**src/design/rfpd_pkg.sv**
```systemverilog
package rfpd_pkg;

  localparam int AccelW = 16;
  localparam int AltW   = 24;
  localparam int RunW   = 8;
  localparam int PhaseW = 3;

  // flight phase codes
  localparam logic [PhaseW-1:0] PH_IDLE    = 3'd0;
  localparam logic [PhaseW-1:0] PH_BOOST   = 3'd1;
  localparam logic [PhaseW-1:0] PH_BURNOUT = 3'd2;
  localparam logic [PhaseW-1:0] PH_COAST   = 3'd3;
  localparam logic [PhaseW-1:0] PH_APOGEE  = 3'd4;
  localparam logic [PhaseW-1:0] PH_DROGUE  = 3'd5;
  localparam logic [PhaseW-1:0] PH_MAIN    = 3'd6;
  localparam logic [PhaseW-1:0] PH_LANDED  = 3'd7;

  // register indexes (byte address = 4 * index)
  localparam logic [2:0] REG_ACCEL_THR  = 3'd0;
  localparam logic [2:0] REG_LAUNCH_ALT = 3'd1;
  localparam logic [2:0] REG_MAIN_ALT   = 3'd2;
  localparam logic [2:0] REG_COAST_N    = 3'd3;
  localparam logic [2:0] REG_APOGEE_N   = 3'd4;

  localparam logic [14:0] ACCEL_THR_RST  = 15'd2942;
  localparam logic [22:0] LAUNCH_ALT_RST = 23'd800;
  localparam logic [22:0] MAIN_ALT_RST   = 23'd16000;
  localparam logic [7:0]  COAST_N_RST    = 8'd100;
  localparam logic [7:0]  APOGEE_N_RST   = 8'd10;

  typedef struct packed {
    logic [14:0] accel_threshold;
    logic [22:0] launch_altitude_threshold;
    logic [22:0] main_chute_altitude;
    logic [7:0]  coast_samples_needed;
    logic [7:0]  apogee_samples_needed;
  } cfg_t;

  typedef struct packed {
    logic [PhaseW-1:0]      phase;
    logic signed [AltW-1:0] last_altitude;
    logic [RunW-1:0]        coast_run;
    logic [RunW-1:0]        apogee_run;
  } trk_state_t;

endpackage

```
**src/design/rfpd_phase_logic.sv**
```systemverilog
module rfpd_phase_logic (
  input  rfpd_pkg::cfg_t                        cfg_i,
  input  rfpd_pkg::trk_state_t                  state_i,
  input  logic signed [rfpd_pkg::AccelW-1:0]    accel_z_i,
  input  logic signed [rfpd_pkg::AltW-1:0]      altitude_i,
  output rfpd_pkg::trk_state_t                  state_o
);
  import rfpd_pkg::*;

  logic signed [AccelW-1:0] athr;
  logic signed [AltW-1:0]   lthr;
  logic signed [AltW-1:0]   mthr;
  logic                     acc_hi, acc_lo;
  logic                     alt_up, alt_down;
  logic [RunW-1:0]          coast_bump, apogee_bump;

  // thresholds are unsigned and zero-extend into the signed compare range
  assign athr = $signed({1'b0, cfg_i.accel_threshold});
  assign lthr = $signed({1'b0, cfg_i.launch_altitude_threshold});
  assign mthr = $signed({1'b0, cfg_i.main_chute_altitude});

  assign acc_hi   = accel_z_i > athr;
  assign acc_lo   = accel_z_i < athr;
  assign alt_up   = altitude_i > state_i.last_altitude;
  assign alt_down = altitude_i < state_i.last_altitude;

  // saturating run counters
  assign coast_bump  = (state_i.coast_run == '1) ? state_i.coast_run
                                                 : state_i.coast_run + 1'b1;
  assign apogee_bump = (state_i.apogee_run == '1) ? state_i.apogee_run
                                                  : state_i.apogee_run + 1'b1;

  always_comb begin
    state_o               = state_i;
    state_o.last_altitude = altitude_i;
    case (state_i.phase)
      PH_IDLE: begin
        if (acc_hi || altitude_i > lthr) state_o.phase = PH_BOOST;
      end
      PH_BOOST: begin
        if (acc_lo || alt_up) state_o.phase = PH_BURNOUT;
      end
      PH_BURNOUT: begin
        if (acc_lo) begin
          // a run length of zero fires on the first sample, as bump >= 1
          if (coast_bump >= cfg_i.coast_samples_needed) begin
            state_o.phase     = PH_COAST;
            state_o.coast_run = '0;
          end else begin
            state_o.coast_run = coast_bump;
          end
        end else begin
          state_o.coast_run = '0;
        end
      end
      PH_COAST: begin
        if (alt_down) begin
          if (apogee_bump >= cfg_i.apogee_samples_needed) begin
            state_o.phase      = PH_APOGEE;
            state_o.apogee_run = '0;
          end else begin
            state_o.apogee_run = apogee_bump;
          end
        end else begin
          state_o.apogee_run = '0;
        end
      end
      PH_APOGEE: begin
        state_o.phase = PH_DROGUE;
      end
      PH_DROGUE: begin
        if (altitude_i < mthr) state_o.phase = PH_MAIN;
      end
      PH_MAIN: begin
        if (acc_lo || altitude_i < lthr) state_o.phase = PH_LANDED;
      end
      default: begin
        state_o.phase = state_i.phase;
      end
    endcase
  end

endmodule

```
**src/design/rocket_flight_phase_detector.sv**
```systemverilog
// Rocket flight phase detector.
//
// Sensor samples arrive on the s_axis stream, one per transaction:
// tdata[15:0] accel_z (signed, 0.01 m/s^2), tdata[39:16] altitude (signed,
// 1/16 ft). Every sample yields one result on m_axis: tdata[2:0] flight
// phase (idle, boost, burnout, coast, apogee, drogue, main, landed),
// tdata[3] set when this sample changed the phase.
// Thresholds and run lengths sit behind the APB port at byte addresses
// 0x00..0x10; write them only while no sample is in flight.
//
// A result passes through the input register, then the phase decision, which
// is registered into the result register together with the tracker state.
// One sample per cycle is sustained while the receiver takes results; the
// input register drains whenever the result register is empty or being
// taken, so a stalled receiver holds the result and, one sample later,
// backs up s_axis_tready.
// Reset clears the phase to idle, the previous altitude and both run
// counters to zero, and loads the default thresholds and run lengths.
module rocket_flight_phase_detector (
  input  logic        clk_i,
  input  logic        rst_ni,
  // sample stream
  input  logic        s_axis_tvalid,
  output logic        s_axis_tready,
  input  logic [39:0] s_axis_tdata,   // [15:0] accel_z, [39:16] altitude
  // result stream
  output logic        m_axis_tvalid,
  input  logic        m_axis_tready,
  output logic [7:0]  m_axis_tdata,   // [2:0] flight_phase, [3] phase_changed, [7:4] zero
  // configuration
  input  logic        psel,
  input  logic        penable,
  input  logic        pwrite,
  input  logic [4:0]  paddr,
  input  logic [31:0] pwdata,
  output logic [31:0] prdata,
  output logic        pready
);
  import rfpd_pkg::*;

  cfg_t       cfg_q;
  trk_state_t state_q, state_d;

  logic                     in_valid_q;
  logic signed [AccelW-1:0] accel_q;
  logic signed [AltW-1:0]   alt_q;

  logic              out_valid_q;
  logic [PhaseW-1:0] phase_out_q;
  logic              changed_q;

  logic       advance;
  logic       cfg_wr;
  logic [2:0] reg_idx;

  assign pready  = 1'b1;
  assign reg_idx = paddr[4:2];
  assign cfg_wr  = psel && penable && pwrite;

  always_ff @(posedge clk_i or negedge rst_ni) begin
    if (!rst_ni) begin
      cfg_q.accel_threshold           <= ACCEL_THR_RST;
      cfg_q.launch_altitude_threshold <= LAUNCH_ALT_RST;
      cfg_q.main_chute_altitude       <= MAIN_ALT_RST;
      cfg_q.coast_samples_needed      <= COAST_N_RST;
      cfg_q.apogee_samples_needed     <= APOGEE_N_RST;
    end else if (cfg_wr) begin
      case (reg_idx)
        REG_ACCEL_THR:  cfg_q.accel_threshold           <= pwdata[14:0];
        REG_LAUNCH_ALT: cfg_q.launch_altitude_threshold <= pwdata[22:0];
        REG_MAIN_ALT:   cfg_q.main_chute_altitude       <= pwdata[22:0];
        REG_COAST_N:    cfg_q.coast_samples_needed      <= pwdata[7:0];
        REG_APOGEE_N:   cfg_q.apogee_samples_needed     <= pwdata[7:0];
        default: ;
      endcase
    end
  end

  always_comb begin
    case (reg_idx)
      REG_ACCEL_THR:  prdata = {17'd0, cfg_q.accel_threshold};
      REG_LAUNCH_ALT: prdata = {9'd0, cfg_q.launch_altitude_threshold};
      REG_MAIN_ALT:   prdata = {9'd0, cfg_q.main_chute_altitude};
      REG_COAST_N:    prdata = {24'd0, cfg_q.coast_samples_needed};
      REG_APOGEE_N:   prdata = {24'd0, cfg_q.apogee_samples_needed};
      default:        prdata = '0;
    endcase
  end

  // input register moves into the result register when that slot frees up
  assign advance       = in_valid_q && (!out_valid_q || m_axis_tready);
  assign s_axis_tready = !in_valid_q || advance;

  always_ff @(posedge clk_i or negedge rst_ni) begin
    if (!rst_ni) begin
      in_valid_q <= 1'b0;
    end else if (s_axis_tready) begin
      in_valid_q <= s_axis_tvalid;
    end
  end

  always_ff @(posedge clk_i) begin
    if (s_axis_tready && s_axis_tvalid) begin
      accel_q <= $signed(s_axis_tdata[15:0]);
      alt_q   <= $signed(s_axis_tdata[39:16]);
    end
  end

  rfpd_phase_logic u_phase (
    .cfg_i      (cfg_q),
    .state_i    (state_q),
    .accel_z_i  (accel_q),
    .altitude_i (alt_q),
    .state_o    (state_d)
  );

  always_ff @(posedge clk_i or negedge rst_ni) begin
    if (!rst_ni) begin
      state_q.phase         <= PH_IDLE;
      state_q.last_altitude <= '0;
      state_q.coast_run     <= '0;
      state_q.apogee_run    <= '0;
    end else if (advance) begin
      state_q <= state_d;
    end
  end

  always_ff @(posedge clk_i or negedge rst_ni) begin
    if (!rst_ni) begin
      out_valid_q <= 1'b0;
    end else if (advance) begin
      out_valid_q <= 1'b1;
    end else if (m_axis_tready) begin
      out_valid_q <= 1'b0;
    end
  end

  always_ff @(posedge clk_i) begin
    if (advance) begin
      phase_out_q <= state_d.phase;
      changed_q   <= state_d.phase != state_q.phase;
    end
  end

  assign m_axis_tvalid = out_valid_q;
  assign m_axis_tdata  = {4'd0, changed_q, phase_out_q};

endmodule

```
**config.mk**
```make
export PLATFORM = sky130hd
export DESIGN_NAME = rocket_flight_phase_detector
export DESIGN_NICKNAME = d
export VERILOG_FILES = /design/src/design/rfpd_pkg.sv /design/src/design/rfpd_phase_logic.sv /design/src/design/rocket_flight_phase_detector.sv
export SDC_FILE = /design/constraint.sdc
export NUM_CORES = 1
export LEC_CHECK = 0
export ABC_AREA = 1
export BUFFER_PORTS_ARGS = -buffer_cell sky130_fd_sc_hd__buf_2
export CORE_UTILIZATION = 25
export CTS_BUF_LIST = sky130_fd_sc_hd__clkbuf_8
export DETAILED_ROUTE_END_ITERATION = 8
export SKIP_CTS_REPAIR_TIMING = 1
export SYNTH_ARGS = -nofsm -noshare
export SYNTH_HDL_FRONTEND = slang
export SYNTH_SLANG_ARGS = --single-unit
export TNS_END_PERCENT = 50
```
**constraint.sdc**
```tcl
create_clock -name clk_i -period 5.81 [get_ports clk_i]
set_clock_uncertainty 0.1 [all_clocks]
set_input_delay 0.581 -clock clk_i [delete_from_list [all_inputs] [get_ports clk_i]]
set_output_delay 0.581 -clock clk_i [all_outputs]
set_load 0.01 [all_outputs]
```
==> impl_metrics.env, run 1 <==
export IMPL_outcome="complete, no violations"
export IMPL_period_needed_ns=3.57
export IMPL_peakVddDrop_v=0.000128
export IMPL_synth_cell_types=41
export IMPL_min_period_over_period_pct=61.4
export IMPL_clockRootBuffer="clkbuf_8"
export IMPL_htree_num_levels=4
export IMPL_rows=71
export IMPL_endpoint_kind="flip-flop"
export IMPL_critPathRequiredTime_ns=5.93
export IMPL_yosys_area_top_type="dfrtp_1"
export IMPL_coreArea_sq_um=37800
export IMPL_grt_pass1_vias=7310
export IMPL_layout_nets=1417
export IMPL_wl_microns=24300
export IMPL_p_sw_mw=1.12
export IMPL_cap_viol_max_count=0
export IMPL_maxSlewHeadroom_pct=38.9
export IMPL_n_antenna_cell=0
export IMPL_avgViaCountPerCell=4.34
export IMPL_intPower_mw=2.14
export IMPL_finalHoldViolCount=0
export IMPL_area_growth_pct=14.6
export IMPL_pre_cts_ws_ns=2.31
export IMPL_power_frac_clock_pct=26.2
export IMPL_ys_warn_count=0
export IMPL_path_cells="ha_1, nand2_1, nor3_1, inv_1, nor2_1, inv_2, nor2_4, inv_2, nand2_1, xor2_1, inv_1, ha_1, a21oi_1, o21ai_0, nor3_1, nor2_1, a21oi_4, nand2_2, o21ai_1, nand2_1"
export IMPL_insertion_delay_ns=0.47
export IMPL_dp_final_hpwl_microns=18500
export IMPL_initial_core_util_pct=25.5
export IMPL_drt_pass1_iterations=5
export IMPL_port_buffers=101
export IMPL_gr_usage_all_layers_pct=12.8
export IMPL_drv_slew=0
export IMPL_postRouteAntennaNets=0
export IMPL_grt_max_degree=70
export IMPL_placed_cells=1723
export IMPL_cts_buffers=17
export IMPL_p_comb_share_pct=26.9
export IMPL_path_class="reg2reg"
export IMPL_r2r_slack_ns=2.24
export IMPL_antenna_found_initial=0
export IMPL_tightest_slew_ns=0.916
export IMPL_syn_area_sq_um=9630
export IMPL_cts_tree="done"
export IMPL_yosys_area_top_type_share_pct=25.7
export IMPL_finalSetupTns_ns=0
export IMPL_startpoint_type="flip-flop"
export IMPL_fin_ws_ns=2.24
export IMPL_synth_avg_cell_area_sq_um=8.49
export IMPL_max_stage_delay_ns=0.42
export IMPL_clkSinkCount=166
export IMPL_critical_path_top_delay_family="simple AND/OR/NAND/NOR gates"
export IMPL_grt_pass1_wl_microns=38300
export IMPL_fmax_mhz=280
export IMPL_yosysMostFrequentCell="nand2_1"
export IMPL_cp_arrival_ns=3.69
export IMPL_synth_area_leaders="dfrtp_1 (26%), edfxtp_1 (14%), ha_1 (13%), nand2_1 (11%), inv_1 (8.2%)"
export IMPL_drive_above_1_share_pct=14.6
export IMPL_gp_congestion=0.799
export IMPL_cts_buffer_depth=2
export IMPL_first_iter_violations=489
export IMPL_vias=7608
export IMPL_postSynthCellCount=1135
export IMPL_ys_seq_area_share_pct=45.7
export IMPL_dieArea_sq_um=39300
export IMPL_layoutNonFillerInstCount=1755
export IMPL_finalSetupViolCount=0
export IMPL_synth_seq_cells=166
export IMPL_crit_slowest_cell="dfrtp_1"
export IMPL_post_drt_wl_per_cell_microns=13.8
export IMPL_cp_common_cell="nand2_1"
export IMPL_swShare_pct=34.4
export IMPL_io_pins=127
export IMPL_die_h_microns=198
export IMPL_p_seq_share_pct=46.9
export IMPL_drc=0
export IMPL_worstPathMaxFanout=6
export IMPL_hp_class="in2async"
export IMPL_power_density_nw_per_um2=296
export IMPL_nFillCells=4029
export IMPL_synth_flop_cell="dfrtp_1"
export IMPL_grt_overflow=0
export IMPL_critPathBufInv=4
export IMPL_grt_setup_unrepaired="false"
export IMPL_clk_pin_slew_ns=0.10
export IMPL_synth_edf_count=44
export IMPL_die_width_microns=198
export IMPL_static_leakage_power_nw=5.49
export IMPL_synthArstFlopShare_pct=73.5
export IMPL_synthTopCellsByCount="nand2_1 (278), inv_1 (210), o21ai_0 (119)"
==> layout by cell type, fill, tap and decap left out, types with 18 or more instances in the layout <==
master,instances
o21ai_0,119
nand2_1,277
ha_1,102
dfstp_2,23
clkbuf_8,18
edfxtp_1,44
o22ai_1,28
dfrtp_1,99
buf_2,100
inv_1,211
nor2_1,41
nand3_1,22
a21oi_1,39
==> per-stage QoR <==
stage          power [mW]  util (%)  hold WS (ns)  instance area (sq um)
3_3_place_gp         2.40      28.2         0.366                  10600
3_5_place_dp         2.44      28.2         0.373                  10600
5_1_grt              3.53      29.2         0.145                  11000
6_report             3.27      29.2         0.133                  11000
2_1_floorplan        2.16         -         0.185                   9680
4_1_cts              3.31      29.2         0.140                  11000
==> worst paths after layout <==
path	from	endpoint	cells past startpoint
max	state_q[8]	changed_q	20
max in group asynchronous	rst_ni	cfg_q[33]	2
min	rst_ni	state_q[10]	1
min in group clk_i	s_axis_tdata[24]	alt_q[8]	1
max reg2reg	state_q[8]	changed_q	20
min reg2reg	cfg_q[51]	cfg_q[51]	2
==> final cells by class <==
class                   count  area [sq um]  area share (%)
clock buffers              18           248            2.24
clock inverters            14           149            1.35
inverters                 216           811            7.34
multi-input cells         724          4250            38.5
flip-flops and latches    166          4400            39.9
well taps                 511           639            5.79
repair buffers            106           546            4.94
==> flip-flops by register name, summed over array words and instances (netlist names) <==
register,flops
changed_q,1
m_axis_tvalid,1
state_q,43
cfg_q,77
in_valid_q,1
accel_q,16
alt_q,24
phase_out_q,3
==> logic make-up after synthesis <==
family | count (synthesis) | share of synthesized area (%)
fa+ha+maj | 102 | 13.3
simple gates | 381 | 16.8
flops | 166 | 45.7
buf+inv | 257 | 10.7
xor+xnor | 7 | 0.637
other cells | 2 | 0.0780
compound gates | 220 | 12.8
==> per-layer routing <==
layer / part of all wire, % / global-route usage (%) / wire [microns] / vias to the layer above
met2: 48 / 21.1 / 11600 / 158
met3: 3.7 / 2.11 / 896 / 21
met5: 0 / 0 / 0 / -
li1: - / - / - / 3865
met4: 1.8 / 4.13 / 429 / 0
met1: 47 / 16.8 / 11400 / 3564
==> worst reg2reg max path, cell delays in order, from the launching register on <==
cell and delay [ns]:
dfrtp_1 0.42, ha_1 0.21, nand2_1 0.08, nor3_1 0.15, inv_1 0.09, nor2_1 0.13
inv_2 0.07, nor2_4 0.12, inv_2 0.08, nand2_1 0.07, xor2_1 0.22, inv_1 0.08
ha_1 0.30, a21oi_1 0.16, o21ai_0 0.09, nor3_1 0.39, nor2_1 0.15, a21oi_4 0.14
nand2_2 0.08, o21ai_1 0.13, nand2_1 0.06
==> power groups by stage <==
| stage | registers [mW] | clock network (mW) | logic, mW |
|---|---|---|---|
| 6_report | 1.53 | 0.855 | 0.878 |
| 3_3_place_gp | 1.55 | 0 | 0.851 |
| 2_1_floorplan | 1.51 | 0 | 0.649 |
| 4_1_cts | 1.53 | 0.892 | 0.888 |
| 3_5_place_dp | 1.56 | 0 | 0.883 |
| 5_1_grt | 1.56 | 0.939 | 1.03 |
Note: power is estimated with default switching activity, not from simulation.
==> run 2, diff against run 1 <==
==> constraint.sdc (replaced) <==
create_clock -name clk_i -period 3.2 [get_ports clk_i]
set_clock_uncertainty 0.1 [all_clocks]
set_input_delay 0.32 -clock clk_i [delete_from_list [all_inputs] [get_ports clk_i]]
set_output_delay 0.32 -clock clk_i [all_outputs]
set_load 0.01 [all_outputs]
==> run 2 against run 1 <==
Effect of this change:
- worst setup slack worse by 2.1 ns
- maximum frequency up 17%
- highest routed layer unchanged
- core utilization up 1.9 points
- via count up 3.2%
- largest power group unchanged
==> impl_metrics.env, run 2 (same netlist as run 1, synthesis figures left out) <==
export IMPL_outcome="complete, no violations"
export IMPL_largest_reg_flops=77
export IMPL_startpoint_type="flip-flop"
export IMPL_coreArea_sq_um=37800
export IMPL_largest_registers="cfg_q: 77 flops, state_q: 43 flops, alt_q: 24 flops"
export IMPL_dp_final_hpwl_microns=18800
export IMPL_critPathRequiredTime_ns=3.32
export IMPL_grt_pass1_wl_microns=38900
export IMPL_finalHoldViolCount=0
export IMPL_whs_ns=0.0237
export IMPL_design_area_sq_um=11800
export IMPL_r2r_slack_ns=0.16
export IMPL_post_drt_wl_per_cell_microns=13.8
export IMPL_maxSlewHeadroom_pct=45.0
export IMPL_p_seq_share_pct=44.2
export IMPL_first_iter_violations=394
export IMPL_gp_congestion=0.858
export IMPL_most_common_layout_cells="nand2_1 (276), inv_1 (211), o21ai_0 (118)"
export IMPL_mostFrequentLayoutCell="nand2_1"
export IMPL_port_buffers=101
export IMPL_cp_arrival_ns=3.16
export IMPL_drv_slew=0
export IMPL_drc=0
export IMPL_n_antenna_cell=0
export IMPL_finalSetupViolCount=0
export IMPL_hp_class="in2reg"
export IMPL_static_leakage_power_nw=5.80
export IMPL_grt_setup_unrepaired="true"
export IMPL_critical_path_top_delay_family="simple AND/OR/NAND/NOR gates"
export IMPL_largest_register="cfg_q"
export IMPL_rows=71
export IMPL_peakVddDrop_v=0.000257
export IMPL_cts_tree="done"
export IMPL_grt_pass1_vias=7373
export IMPL_fmax_mhz=329
export IMPL_intPower_mw=4.27
export IMPL_avgViaCountPerCell=4.33
export IMPL_vias=7848
export IMPL_tightest_slew_ns=0.823
export IMPL_die_h_microns=198
export IMPL_insertion_delay_ns=0.47
export IMPL_initial_core_util_pct=25.5
export IMPL_critPathBufInv=5
export IMPL_layout_nets=1475
export IMPL_path_class="reg2reg"
export IMPL_postRouteAntennaNets=0
export IMPL_period_needed_ns=3.04
export IMPL_max_stage_delay_ns=0.38
export IMPL_gr_usage_all_layers_pct=12.9
export IMPL_grt_max_degree=78
export IMPL_endpoint_kind="flip-flop"
export IMPL_postPlaceCellArea_sq_um=10700
export IMPL_nFillCells=4009
export IMPL_drive_above_1_share_pct=16.1
export IMPL_clockRootBuffer="clkbuf_8"
export IMPL_wl_microns=24900
export IMPL_p_comb_share_pct=26.5
export IMPL_dieArea_sq_um=39300
export IMPL_cts_buffers=17
export IMPL_ff_latch_area_sq_um=4400
export IMPL_clkSinkCount=166
export IMPL_cap_viol_max_count=0
export IMPL_p_sw_mw=2.04
export IMPL_multi_input_area_sq_um=4320
export IMPL_area_growth_pct=22.2
export IMPL_grt_overflow=0
export IMPL_cts_buffer_depth=2
export IMPL_antenna_found_initial=0
export IMPL_path_cells="ha_2, nand2_2, nor3_2, inv_1, nor2_2, inv_2, nor2_4, inv_2, buf_6, nand2_2, o21ai_2, ha_1, a21oi_2, o21a_1, nor2_1, nor3_1, buf_4, nor2_2, a21oi_4, nand2_4, o21ai_2, nand2_1"
export IMPL_drt_pass1_iterations=5
export IMPL_swShare_pct=32.3
export IMPL_power_frac_clock_pct=29.4
export IMPL_crit_slowest_cell="dfrtp_1"
export IMPL_clk_pin_slew_ns=0.10
export IMPL_final_util_pct=31.2
export IMPL_worstPathMaxFanout=5
export IMPL_io_pins=127
export IMPL_htree_num_levels=4
export IMPL_die_width_microns=198
export IMPL_min_period_over_period_pct=94.9
export IMPL_power_density_nw_per_um2=536
[run 2: path summary, 6_finish.rpt]
check,startpoint,depth (start not counted),to
setup / recovery,state_q[8],22,changed_q
hold / removal,pwdata[15],3,cfg_q[31]
setup reg to reg,state_q[8],22,changed_q
hold reg to reg,cfg_q[76],2,cfg_q[76]
max in group asynchronous,rst_ni,3,cfg_q[34]
min in group asynchronous,rst_ni,2,state_q[11]
[run 2: routing by layer]
| layer | vias to the layer above | GRT usage, % | wire [microns] |
|---|---|---|---|
| met5 | - | 0 | 0 |
| met4 | 0 | 5.02 | 642 |
| met3 | 38 | 2.37 | 956 |
| met2 | 172 | 20.9 | 11900 |
| met1 | 3660 | 17.0 | 11500 |
| li1 | 3978 | - | - |
[run 2: layout make-up]
type                       instances  area share [%]
timing repair buffer             164            9.38
clock buffer                      19            2.22
tap                              511            5.43
multi-input combinational        724            36.7
sequential                       166            37.4
inverter                         216            6.89
clock inverter                    13            1.94
[run 2: worst min-delay path: cells and delay by family]
| kind | cells | cell delay, ns |
|---|---|---|
| compound gates | 1 | 0.08 |
| buf+inv | 2 | 0.15 |
[run 2: metrics by stage]
stage	setup WS, ns	TNS (ns)	power [mW]	instances
detailed placement	0.0944	0	4.44	1734
CTS	0.0582	0	6.31	1766
floorplan	0.273	0	3.93	1147
global placement	0.0808	0	4.37	1734
finish	0.163	0	6.31	1813
global route	-0.0711	-0.0875	6.77	1813
[run 2: power groups by stage]
stage | Combinational (mW) | Clock (mW) | Sequential (mW)
finish | 1.67 | 1.85 | 2.79
global route | 1.95 | 1.98 | 2.84
CTS | 1.62 | 1.90 | 2.79
detailed placement | 1.61 | 0 | 2.83
global placement | 1.54 | 0 | 2.83
floorplan | 1.18 | 0 | 2.75
==> run 3, diff against run 2 <==
--- a/config.mk
+++ b/config.mk
@@ -7,9 +7,10 @@
 export LEC_CHECK = 0
 export ABC_AREA = 1
 export BUFFER_PORTS_ARGS = -buffer_cell sky130_fd_sc_hd__buf_2
-export CORE_UTILIZATION = 25
+export CORE_UTILIZATION = 50
 export CTS_BUF_LIST = sky130_fd_sc_hd__clkbuf_8
 export DETAILED_ROUTE_END_ITERATION = 8
+export PLACE_DENSITY = 0.71
 export SKIP_CTS_REPAIR_TIMING = 1
 export SYNTH_ARGS = -nofsm -noshare
 export SYNTH_HDL_FRONTEND = slang
==> constraint.sdc (replaced) <==
create_clock -name clk_i -period 3.9 [get_ports clk_i]
set_clock_uncertainty 0.1 [all_clocks]
set_input_delay 0.39 -clock clk_i [delete_from_list [all_inputs] [get_ports clk_i]]
set_output_delay 0.39 -clock clk_i [all_outputs]
set_load 0.01 [all_outputs]
==> run 3 against run 2 <==
Effect of this change:
- core utilization rose by 28 points
- via count fell by 1.4%
- clock power fell by 27%
- first-iteration DRC count rose by 12%
- global-route usage rose by 10 points
- worst setup slack improved by 0.31 ns
- final cell count fell by 17%
- die area fell by 50%
- flip-flop and latch count did not move
- combinational power fell by 22%
- critical endpoint unchanged
==> impl_metrics.env, run 3 (same netlist as run 1, synthesis figures left out) <==
export IMPL_outcome="complete, no violations"
export IMPL_cp_arrival_ns=3.55
export IMPL_finalHoldViolCount=0
export IMPL_largest_reg_flops=77
export IMPL_worstHoldPathCells=1
export IMPL_static_leakage_power_nw=5.64
export IMPL_avgViaCountPerCell=5.11
export IMPL_grt_setup_unrepaired="false"
export IMPL_grt_overflow=0
export IMPL_reg2reg_depth=20
export IMPL_cts_buffer_depth=2
export IMPL_period_needed_ns=3.43
export IMPL_min_period_over_period_pct=87.9
export IMPL_io_pins=127
export IMPL_largest_registers="cfg_q: 77 flops, state_q: 43 flops, alt_q: 24 flops"
export IMPL_fmax_mhz=292
export IMPL_layoutNonFillerInstCount=1513
export IMPL_insertion_delay_ns=0.46
export IMPL_n_antenna_cell=0
export IMPL_fin_ws_ns=0.472
export IMPL_postRouteAntennaNets=0
export IMPL_final_util_pct=59.0
export IMPL_r2r_slack_ns=0.47
export IMPL_clkSinkCount=166
export IMPL_initial_core_util_pct=51.3
export IMPL_cap_viol_max_count=0
export IMPL_clockRootBuffer="clkbuf_8"
export IMPL_drt_pass1_iterations=5
export IMPL_dieArea_sq_um=19800
export IMPL_layout_nets=1452
export IMPL_wl_microns=21700
export IMPL_critPathRequiredTime_ns=4.03
export IMPL_dp_final_hpwl_microns=15800
export IMPL_first_iter_violations=441
export IMPL_vias=7737
export IMPL_die_width_microns=141
export IMPL_clk_pin_slew_ns=0.09
export IMPL_gr_usage_all_layers_pct=23.1
export IMPL_coreArea_sq_um=18800
export IMPL_placed_cells=1447
export IMPL_startpoint_type="flip-flop"
export IMPL_drv_slew=0
export IMPL_reg2reg_from="state_q[8]"
export IMPL_hp_class="in2reg"
export IMPL_htree_num_levels=4
export IMPL_fin_total_pwr_mw=4.94
export IMPL_mostFrequentLayoutCell="nand2_1"
export IMPL_hold_start="s_axis_tdata[36]"
export IMPL_cts_buffers=17
export IMPL_grt_pass1_wl_microns=35500
export IMPL_port_buffers=101
export IMPL_area_growth_pct=15.0
export IMPL_finalSetupTns_ns=0
export IMPL_gp_congestion=0.872
export IMPL_drive_above_1_share_pct=14.2
export IMPL_most_common_layout_cells="nand2_1 (278), inv_1 (211), o21ai_0 (119)"
export IMPL_tightest_slew_ns=0.875
export IMPL_rr_endpoint="changed_q"
export IMPL_finalSetupViolCount=0
export IMPL_cts_tree="done"
export IMPL_worstPathMaxFanout=6
export IMPL_grt_pass1_vias=7354
export IMPL_maxSlewHeadroom_pct=41.6
export IMPL_die_h_microns=141
export IMPL_grt_max_degree=65
export IMPL_pre_cts_ws_ns=0.465
export IMPL_largest_register="cfg_q"
export IMPL_antenna_found_initial=0
export IMPL_peakVddDrop_v=0.000225
export IMPL_rows=50
export IMPL_post_drt_wl_per_cell_microns=14.3
export IMPL_min_to="alt_q[20]"
export IMPL_endpoint_kind="flip-flop"
export IMPL_path_class="reg2reg"
export IMPL_drc=0
export IMPL_power_density_nw_per_um2=446
==> run 3: per-layer routing <==
metal	routed length [microns]	part of all wire (%)	global-route usage (%)	up-vias
met5	0	0	0	-
met4	185	0.85	5.66	0
met3	1010	4.7	3.67	17
met2	10500	48	39.4	192
met1	10000	46	30.8	3599
li1	-	-	-	3929
==> run 3: report_power, final <==
group	internal, mW	total (mW)	leakage [nW]	switching, mW
logic	0.515	1.31	3.58	0.797
registers	2.10	2.28	1.85	0.178
clock network	0.690	1.35	0.212	0.655
==> run 3: critical path, cell delays in order, from the launching register on <==
cell,delay [ns]
dfrtp_1,0.41
ha_1,0.20
nand2_1,0.08
nor3_1,0.15
inv_1,0.08
nor2_1,0.11
inv_2,0.06
nor2_4,0.12
inv_2,0.08
nand2_1,0.07
xor2_1,0.20
inv_1,0.09
ha_1,0.29
a21oi_1,0.14
o21ai_0,0.09
nor3_1,0.40
nor2_1,0.15
a21oi_4,0.13
nand2_2,0.08
o21ai_1,0.11
nand2_1,0.06
==> run 3: metrics by stage <==
stage                     area, sq um  hold slack, ns
after floorplan                  9680        -0.00559
after global placement          10300           0.364
after detailed placement        10300           0.373
after CTS                       10700         -0.0376
after global routing            11100        -0.00549
final                           11100          0.0102
==> run 3: worst max path at each step <==
stage,from,end,depth (start not counted)
final,state_q[8],changed_q,20
after global routing,state_q[8],changed_q,20
after CTS,state_q[8],changed_q,20
after detailed placement,state_q[8],changed_q,20
after global placement,state_q[8],changed_q,20
after floorplan,state_q[8],changed_q,20
==> run 3: layout make-up <==
| cell class | instances | area, sq um |
|---|---|---|
| sequential | 166 | 4400 |
| timing repair buffer | 141 | 906 |
| clock buffer | 17 | 234 |
| inverter | 216 | 811 |
| fill | 1663 | 7690 |
| multi-input combinational | 724 | 4240 |
| clock inverter | 15 | 190 |
| tap | 234 | 293 |
